**src/rtl/sha1md_pkg.sv**
```systemverilog
// ----------------------------------------------------------------------------
// sha1md_pkg
// shared types, constants and round functions for the sha-1 digest block
// ----------------------------------------------------------------------------
`default_nettype none

package sha1md_pkg;

   // input transaction
   typedef struct packed {
      logic [31:0] message_word;
      logic [2:0]  byte_count;
      logic        last_word;
   } req_type;

   // result transaction
   typedef struct packed {
      logic [63:0] digest_upper;
      logic [63:0] digest_middle;
      logic [31:0] digest_lower;
   } rsp_type;

   // five chaining words, index 0 is h0
   typedef logic [4:0][31:0] chain_type;

   localparam chain_type IV_VALUE = {32'hc3d2e1f0, 32'h10325476, 32'h98badcfe,
                                     32'hefcdab89, 32'h67452301};

   localparam logic [7:0]  PAD_MARK   = 8'h80;
   localparam logic [6:0]  LAST_ROUND = 7'd79;
   localparam logic [3:0]  LAST_FILL  = 4'd15;
   localparam logic [3:0]  LEN_FILL   = 4'd14;
   localparam logic [2:0]  FULL_COUNT = 3'd4;

   // sequencer states
   typedef enum logic [2:0] {
      ST_IDLE,
      ST_MARK,
      ST_ZERO,
      ST_LEN_LO,
      ST_COMP,
      ST_FINISH
   } state_type;

   // commands to the compression core
   typedef struct packed {
      logic start;
      logic init;
   } core_cmd_type;

   // status from the compression core
   typedef struct packed {
      logic run;
      logic done;
      logic busy;
   } core_sts_type;

   // commands to the message schedule
   typedef struct packed {
      logic push;
      logic advance;
   } sched_cmd_type;

   function automatic logic [31:0] round_const(input logic [6:0] rnd);
      logic [31:0] k;
      if (rnd < 7'd20) begin
         k = 32'h5a827999;
      end else if (rnd < 7'd40) begin
         k = 32'h6ed9eba1;
      end else if (rnd < 7'd60) begin
         k = 32'h8f1bbcdc;
      end else begin
         k = 32'hca62c1d6;
      end
      return k;
   endfunction

   function automatic logic [31:0] round_f(input logic [6:0]  rnd,
                                           input logic [31:0] b,
                                           input logic [31:0] c,
                                           input logic [31:0] d);
      logic [31:0] f;
      if (rnd < 7'd20) begin
         f = ((c ^ d) & b) ^ d;
      end else if (rnd < 7'd40) begin
         f = b ^ c ^ d;
      end else if (rnd < 7'd60) begin
         f = (b & c) | (b & d) | (c & d);
      end else begin
         f = b ^ c ^ d;
      end
      return f;
   endfunction

endpackage

`default_nettype wire

```
**src/rtl/sha1md_sched.sv**
```systemverilog
// ----------------------------------------------------------------------------
// sha1md_sched
// 16-word block buffer as a shift line; expands the message schedule in place
// ----------------------------------------------------------------------------
`default_nettype none

module sha1md_sched (
   input  wire logic                     clock,
   input  wire sha1md_pkg::sched_cmd_type sched_cmd,
   input  wire logic [31:0]              push_data,
   output logic [31:0]                   sched_word
);

   logic [15:0][31:0] buf_ff;
   logic [15:0][31:0] buf_in;
   logic [31:0]       mix;
   logic [31:0]       new_word;

   // buf_ff[k] holds w[r+k] during round r
   always_comb begin
      mix      = buf_ff[13] ^ buf_ff[8] ^ buf_ff[2] ^ buf_ff[0];
      new_word = sched_cmd.push ? push_data : {mix[30:0], mix[31]};
      buf_in   = {new_word, buf_ff[15:1]};
   end

   always_ff @(posedge clock) begin
      if (sched_cmd.push || sched_cmd.advance) begin
         buf_ff <= buf_in;
      end
   end

   assign sched_word = buf_ff[0];

endmodule

`default_nettype wire

```
**src/rtl/sha1md_core.sv**
```systemverilog
// ----------------------------------------------------------------------------
// sha1md_core
// shared round unit: one sha-1 round per cycle, then chaining value update
// ----------------------------------------------------------------------------
`default_nettype none

module sha1md_core (
   input  wire logic                    clock,
   input  wire logic                    reset,
   input  wire sha1md_pkg::core_cmd_type core_cmd,
   input  wire logic [31:0]             sched_word,
   output sha1md_pkg::core_sts_type     core_sts,
   output sha1md_pkg::chain_type        chain
);

   sha1md_pkg::chain_type chain_ff, chain_in;
   logic [31:0] a_ff, b_ff, c_ff, d_ff, e_ff;
   logic [31:0] a_in, b_in, c_in, d_in, e_in;
   logic [6:0]  round_ff, round_in;
   logic        run_ff, run_in;
   logic        add_ff, add_in;
   logic [31:0] temp;

   always_comb begin
      temp = {a_ff[26:0], a_ff[31:27]}
           + sha1md_pkg::round_f(round_ff, b_ff, c_ff, d_ff)
           + e_ff + sched_word + sha1md_pkg::round_const(round_ff);

      a_in     = a_ff;
      b_in     = b_ff;
      c_in     = c_ff;
      d_in     = d_ff;
      e_in     = e_ff;
      round_in = round_ff;
      run_in   = run_ff;
      add_in   = 1'b0;
      chain_in = chain_ff;

      if (core_cmd.start) begin
         a_in     = chain_ff[0];
         b_in     = chain_ff[1];
         c_in     = chain_ff[2];
         d_in     = chain_ff[3];
         e_in     = chain_ff[4];
         round_in = '0;
         run_in   = 1'b1;
      end else if (run_ff) begin
         a_in     = temp;
         b_in     = a_ff;
         c_in     = {b_ff[1:0], b_ff[31:2]};
         d_in     = c_ff;
         e_in     = d_ff;
         round_in = round_ff + 7'd1;
         if (round_ff == sha1md_pkg::LAST_ROUND) begin
            run_in = 1'b0;
            add_in = 1'b1;
         end
      end

      // feed-forward add after the last round
      if (add_ff) begin
         chain_in[0] = chain_ff[0] + a_ff;
         chain_in[1] = chain_ff[1] + b_ff;
         chain_in[2] = chain_ff[2] + c_ff;
         chain_in[3] = chain_ff[3] + d_ff;
         chain_in[4] = chain_ff[4] + e_ff;
      end else if (core_cmd.init) begin
         chain_in = sha1md_pkg::IV_VALUE;
      end
   end

   always_ff @(posedge clock) begin
      if (reset) begin
         run_ff   <= 1'b0;
         add_ff   <= 1'b0;
         round_ff <= '0;
         chain_ff <= sha1md_pkg::IV_VALUE;
      end else begin
         run_ff   <= run_in;
         add_ff   <= add_in;
         round_ff <= round_in;
         chain_ff <= chain_in;
      end
   end

   always_ff @(posedge clock) begin
      a_ff <= a_in;
      b_ff <= b_in;
      c_ff <= c_in;
      d_ff <= d_in;
      e_ff <= e_in;
   end

   assign core_sts.run  = run_ff;
   assign core_sts.done = add_ff;
   assign core_sts.busy = run_ff | add_ff;
   assign chain         = chain_ff;

endmodule

`default_nettype wire

```
**src/rtl/sha1_message_digest.sv**
```systemverilog
// ----------------------------------------------------------------------------
// sha1_message_digest
// sha-1 hash of a byte message delivered as big-endian 32-bit words
// ----------------------------------------------------------------------------
// a word that does not complete a 16-word block is only pushed into the schedule buffer
// a word that completes a block is pushed, then waits for the 80 rounds and the chaining add
// after the last word, padding pushes one word per cycle while no block is being compressed;
// the digest goes to rsp after the final chaining add, via finish and the result register
// the single round unit sets the pace: no word is taken while a block is compressed
// reset is synchronous active high: chaining words to initial values, counts cleared
`default_nettype none

module sha1_message_digest (
   input  wire logic                clock,
   input  wire logic                reset,
   input  wire logic                req_valid,
   output logic                     req_ready,
   input  wire sha1md_pkg::req_type req_data,
   output logic                     rsp_valid,
   input  wire logic                rsp_ready,
   output sha1md_pkg::rsp_type      rsp_data
);

   // sequencer state and the state to resume after a compression
   sha1md_pkg::state_type state_ff, state_in;
   sha1md_pkg::state_type ret_ff, ret_in;
   sha1md_pkg::state_type after;

   logic [3:0]  fill_ff, fill_in;       // next free word of the block
   logic [63:0] bitlen_ff, bitlen_in;   // message length in bits, wraps
   logic        rsp_valid_ff, rsp_valid_in;
   sha1md_pkg::rsp_type rsp_data_ff, rsp_data_in;

   sha1md_pkg::core_cmd_type  core_cmd;
   sha1md_pkg::core_sts_type  core_sts;
   sha1md_pkg::sched_cmd_type sched_cmd;
   sha1md_pkg::chain_type     chain;

   logic        push;
   logic [31:0] push_data;
   logic [31:0] sched_word;
   logic [2:0]  count_c;
   logic [31:0] masked_word;
   logic [31:0] marker_word;
   logic [5:0]  len_add;
   logic        accept;

   assign accept = req_valid && req_ready;

   // byte count saturates at four
   always_comb begin
      count_c = (req_data.byte_count > sha1md_pkg::FULL_COUNT) ?
                sha1md_pkg::FULL_COUNT : req_data.byte_count;
      len_add = req_data.last_word ? {count_c, 3'b000} : 6'd32;
   end

   // mask of the unused trailing bytes and the pad marker right after the data
   always_comb begin
      case (count_c)
         3'd0: begin
            masked_word = 32'h0;
            marker_word = {sha1md_pkg::PAD_MARK, 24'h0};
         end
         3'd1: begin
            masked_word = {req_data.message_word[31:24], 24'h0};
            marker_word = {8'h0, sha1md_pkg::PAD_MARK, 16'h0};
         end
         3'd2: begin
            masked_word = {req_data.message_word[31:16], 16'h0};
            marker_word = {16'h0, sha1md_pkg::PAD_MARK, 8'h0};
         end
         3'd3: begin
            masked_word = {req_data.message_word[31:8], 8'h0};
            marker_word = {24'h0, sha1md_pkg::PAD_MARK};
         end
         default: begin
            masked_word = req_data.message_word;
            marker_word = 32'h0;
         end
      endcase
   end

   // sequencer: loads words, generates the padding, waits on compressions, hands off the digest
   always_comb begin
      state_in     = state_ff;
      ret_in       = ret_ff;
      after        = state_ff;
      fill_in      = fill_ff;
      bitlen_in    = bitlen_ff;
      rsp_valid_in = rsp_valid_ff;
      rsp_data_in  = rsp_data_ff;
      push         = 1'b0;
      push_data    = 32'h0;
      core_cmd     = '0;
      req_ready    = 1'b0;

      // result register drains independently of the sequencer
      if (rsp_valid_ff && rsp_ready) begin
         rsp_valid_in = 1'b0;
      end

      case (state_ff)
         sha1md_pkg::ST_IDLE: begin
            req_ready = 1'b1;
            if (accept) begin
               push      = 1'b1;
               bitlen_in = bitlen_ff + {58'h0, len_add};
               if (req_data.last_word) begin
                  push_data = masked_word | marker_word;
                  after     = (count_c == sha1md_pkg::FULL_COUNT) ?
                              sha1md_pkg::ST_MARK : sha1md_pkg::ST_ZERO;
               end else begin
                  push_data = req_data.message_word;
                  after     = sha1md_pkg::ST_IDLE;
               end
            end
         end
         sha1md_pkg::ST_MARK: begin
            // full last word: marker goes in a word of its own
            push      = 1'b1;
            push_data = {sha1md_pkg::PAD_MARK, 24'h0};
            after     = sha1md_pkg::ST_ZERO;
         end
         sha1md_pkg::ST_ZERO: begin
            push = 1'b1;
            if (fill_ff == sha1md_pkg::LEN_FILL) begin
               push_data = bitlen_ff[63:32];
               after     = sha1md_pkg::ST_LEN_LO;
            end else begin
               push_data = 32'h0;
               after     = sha1md_pkg::ST_ZERO;
            end
         end
         sha1md_pkg::ST_LEN_LO: begin
            push      = 1'b1;
            push_data = bitlen_ff[31:0];
            after     = sha1md_pkg::ST_FINISH;
         end
         sha1md_pkg::ST_COMP: begin
            if (core_sts.done) begin
               state_in = ret_ff;
            end
         end
         sha1md_pkg::ST_FINISH: begin
            // hand off the digest once the result register is free
            if (!rsp_valid_ff || rsp_ready) begin
               rsp_valid_in                = 1'b1;
               rsp_data_in.digest_upper    = {chain[0], chain[1]};
               rsp_data_in.digest_middle   = {chain[2], chain[3]};
               rsp_data_in.digest_lower    = chain[4];
               core_cmd.init               = 1'b1;
               bitlen_in                   = 64'h0;
               state_in                    = sha1md_pkg::ST_IDLE;
            end
         end
         default: begin
            state_in = sha1md_pkg::ST_IDLE;
         end
      endcase

      // every push advances the fill; the sixteenth starts a compression
      if (push) begin
         fill_in = fill_ff + 4'd1;
         if (fill_ff == sha1md_pkg::LAST_FILL) begin
            core_cmd.start = 1'b1;
            ret_in         = after;
            state_in       = sha1md_pkg::ST_COMP;
         end else begin
            state_in = after;
         end
      end
   end

   always_ff @(posedge clock) begin
      if (reset) begin
         state_ff     <= sha1md_pkg::ST_IDLE;
         ret_ff       <= sha1md_pkg::ST_IDLE;
         fill_ff      <= '0;
         bitlen_ff    <= '0;
         rsp_valid_ff <= 1'b0;
      end else begin
         state_ff     <= state_in;
         ret_ff       <= ret_in;
         fill_ff      <= fill_in;
         bitlen_ff    <= bitlen_in;
         rsp_valid_ff <= rsp_valid_in;
      end
   end

   always_ff @(posedge clock) begin
      rsp_data_ff <= rsp_data_in;
   end

   // schedule shifts on each push and on each running round
   always_comb begin
      sched_cmd.push    = push;
      sched_cmd.advance = core_sts.run;
   end

   sha1md_sched u_sched (
      .clock      (clock),
      .sched_cmd  (sched_cmd),
      .push_data  (push_data),
      .sched_word (sched_word)
   );

   sha1md_core u_core (
      .clock      (clock),
      .reset      (reset),
      .core_cmd   (core_cmd),
      .sched_word (sched_word),
      .core_sts   (core_sts),
      .chain      (chain)
   );

   assign rsp_valid = rsp_valid_ff;
   assign rsp_data  = rsp_data_ff;

   // no transaction is taken while the round unit is working
   a_idle_core: assert property (@(posedge clock) disable iff (reset)
      accept |-> !core_sts.busy)
      else $error("input transaction accepted during compression");

   // a compression start is followed by running rounds
   a_start_run: assert property (@(posedge clock) disable iff (reset)
      core_cmd.start |=> core_sts.run)
      else $error("compression start did not run rounds");

   // the digest is only taken at a block boundary
   a_finish_fill: assert property (@(posedge clock) disable iff (reset)
      state_ff == sha1md_pkg::ST_FINISH |-> fill_ff == 4'd0)
      else $error("digest taken with a partial block");

   // the chaining add only happens while waiting for a compression
   a_done_comp: assert property (@(posedge clock) disable iff (reset)
      core_sts.done |-> state_ff == sha1md_pkg::ST_COMP)
      else $error("chaining add outside of compression wait");

endmodule

`default_nettype wire
```
**config.mk**
```make
export PLATFORM = sky130hd
export DESIGN_NAME = sha1_message_digest
export DESIGN_NICKNAME = d
export VERILOG_FILES = /design/src/rtl/sha1md_pkg.sv /design/src/rtl/sha1md_sched.sv /design/src/rtl/sha1md_core.sv /design/src/rtl/sha1_message_digest.sv
export SDC_FILE = /design/constraint.sdc
export NUM_CORES = 2
export LEC_CHECK = 0
export BUFFER_PORTS_ARGS = -buffer_cell sky130_fd_sc_hd__buf_2
export CAP_MARGIN = 30
export CORE_MARGIN = 3
export CORE_UTILIZATION = 45
export CTS_CLUSTER_DIAMETER = 120
export DETAILED_ROUTE_END_ITERATION = 6
export SYNTH_ARGS = -nofsm -noshare
export SYNTH_HDL_FRONTEND = slang
export SYNTH_HIERARCHICAL = 1
export SYNTH_SLANG_ARGS = --single-unit
```
**constraint.sdc**
```tcl
create_clock -name clock -period 10.2 [get_ports clock]
set_input_delay 1.02 -clock clock [delete_from_list [all_inputs] [get_ports clock]]
set_output_delay 1.02 -clock clock [all_outputs]
set_load 0.01 [all_outputs]
```
==> metrics <==
P per Cell Area around 190 nW/um2; Final Max Tran Viols 0; synth warn 6; Post-CTS Resized 0; syn avg cell area roughly 12 um2; CP max stage delay between 700 and 800 ps; Reg2Reg Setup Slack roughly 3000 ps; RSZ-0062 raised after global routing no; largest delay contributor family on the critical path simple AND/OR/NAND/NOR gates; initial drt markers around 2700; Ports a little over 200; Die Wd approximately 340 um; Syn Std Cell Area ~50000 um2; final net count around 4700; Worst Hold Class reg -> reg; detailed-route via count between 30000 and 40000; drt pass-1 iters 7; Residual DRC 0; MaxCap Viol Count 0; FF/Latch Area roughly 30000 um2; area growth from synthesis to layout 11.7%; final setup violation count 0; Initial Util 45.5%; area of the multi-input gates about 20000 um2; total CTS buffers between 100 and 150; outcome completed; WP depth 23; layout cells sized above 1 between 10% and 20%; largest net degree at the start of global routing between 200 and 250; worst slew pin tran ~1200 ps; Gate Count Post-Synth just over 4000; first-pass GRT wire length 188000 um; Worst Setup SP u_core/round_ff[3]; period utilization 71.0%; clock transition at the registers of the reported paths roughly 60 ps; GPL Wtd Cong 0.890; Worst path slowest cell nand2_1; Reg-to-Reg End u_core/a_ff[27]; die area about 120000 um2; final setup margin 2960 ps; clk root buf clkbuf_16; Slew HR between 20% and 30%; min-delay src u_sched/buf_ff[201]; syn_nets ~4500; # fillers around 10000; CP bufs+invs 4; Pleak 21.0 nW; crit path DAT around 7700 ps; Worst EP required about 11000 ps; antenna violations before repair 1; Place WS roughly 2800 ps; WS Path Type reg -> reg; drt via density 5.51; CP endpoint u_core/a_ff[27]; clock skew 46.3 ps; critical path cell sequence nand4_1, nor2b_1, nand2_1, inv_1, nor2_2, buf_4, a221oi_1, fa_1, fa_1, inv_1, ha_1, inv_1, fa_1, nand2b_1, a21oi_1, o211ai_1, o211ai_1, nand2_1, o211ai_1, a32oi_1, nor2b_1, xor2_1, o21ai_1; post-route ant nets 0; min Tclk post-route ~7200 ps; die extent in y approximately 340 um; CTS sink count about 1100; CTS Hold Bufs 0; Max clock buf depth 3; core area 113000 um2; clk_lat worst skew between 700 and 800 ps; fmax 0.138 GHz; Detailed Place HPWL a little under 90000 um; CTS tree done; Max Fanout on Critical Path 20; reg-to-reg startpoint u_core/round_ff[3]; type of origin of the critical path register; number of port buffers about 200; GRT overflow 0; Post-CTS Setup Bufs 0; FF-to-FF path depth 23; drt total wl about 120000 um; Total Routing Usage GR 20.8%; CP endpoint kind register; vias in the first global route between 30000 and 40000; Fin. Hold Viols 0; final setup TNS 0 ps; # rows between 100 and 150; Max VDD drop roughly 0.00018 V; Avg WL per Cell 21.0 um; H-Tree Depth 3
[sequential cells by signal, summed over array words and instances, names as in the netlist, 4 cells and up]
name	flops
bitlen_ff	61
fill_ff	4
rsp_data	160
u_core/a_ff	32
u_core/b_ff	32
u_core/c_ff	32
u_core/chain	160
u_core/d_ff	32
u_core/e_ff	32
u_core/round_ff	7
u_sched/buf_ff	480
u_sched/sched_word	32
[worst min path at each step]
stage,depth (start not counted),slack [ps],end
finish,0,410,u_sched/buf_ff[169]
global route,0,420,u_sched/buf_ff[310]
CTS,0,410,u_sched/buf_ff[169]
global placement,0,400,u_sched/buf_ff[217]
floorplan,0,400,u_sched/buf_ff[100]
detailed placement,0,400,u_sched/buf_ff[104]
[stage by stage]
stage               area, um2  power (W)  utilization, %  hold WS, ps  instances
floorplan               51400    0.00687               -          400       4142
global placement        53800    0.00719            47.6          400       5693
CTS                     57400     0.0112            50.8          415       5910
global route            57400     0.0116            50.8          417       5910
detailed placement      53800    0.00722            47.6          405       5695
finish                  57400     0.0111            50.9          412       5912
[worst register-to-register path, cell delays in order, from the launching register on]
cell and delay, ps:
dfxtp_1 370, nand4_1 140, nor2b_1 680, nand2_1 730
inv_1 590, nor2_2 70, buf_4 240, a221oi_1 420
fa_1 490, fa_1 470, inv_1 70, ha_1 160
inv_1 60, fa_1 440, nand2b_1 180, a21oi_1 370
o211ai_1 200, o211ai_1 210, nand2_1 190, o211ai_1 280
a32oi_1 210, nor2b_1 190, xor2_1 140, o21ai_1 70
[cell usage in the layout, fill, tap and decap left out, types with 21 or more instances in the layout]
cell type  instances
edfxtp_1         832
a21oi_1          308
inv_1            253
nor2_1           240
dfxtp_1          240
nand2_1          236
buf_2            200
ha_1             197
xnor2_1          183
o21ai_0          163
fa_1             126
mux2_2           116
clkbuf_16        114
a21o_1           104
xor2_1            89
nor3_1            85
o21ai_1           59
nand3_1           52
nor3b_1           43
nand4_1           41
or2_2             38
or3_1             37
o31ai_1           36
mux2i_1           31
nor2b_1           30
o21a_1            29
or4_1             29
nand2b_1          28
buf_4             27
a222oi_1          25
clkinv_2          25
clkinv_1          24
a31oi_1           22
a211oi_1          22
o21bai_1          21
[cell type report]
class,instances,share of cell area (%)
clock inverters,80,1.12
flip-flops and latches,1073,51.9
well taps,1500,3.27
multi-input cells,2638,34.6
diodes,2,0.00871
inverters,253,1.65
clock buffers,135,5.17
repair buffers,231,2.23
[metal layers]
metal	vias to the layer above	wire length [um]	share of wire, %	GRT usage, %
li1	15568	-	-	-
met1	15851	57900	47	30.6
met2	940	54700	44	31.7
met3	208	6810	5.5	2.94
met4	0	4550	3.7	7.23
met5	-	0	0	0
[power breakdown]
part	switching, W	internal (W)
combinational	0.000940	0.000581
clock	0.00177	0.00220
sequential	0.000188	0.00543
total	0.00290	0.00821
Power figures use the tool's default switching activity.
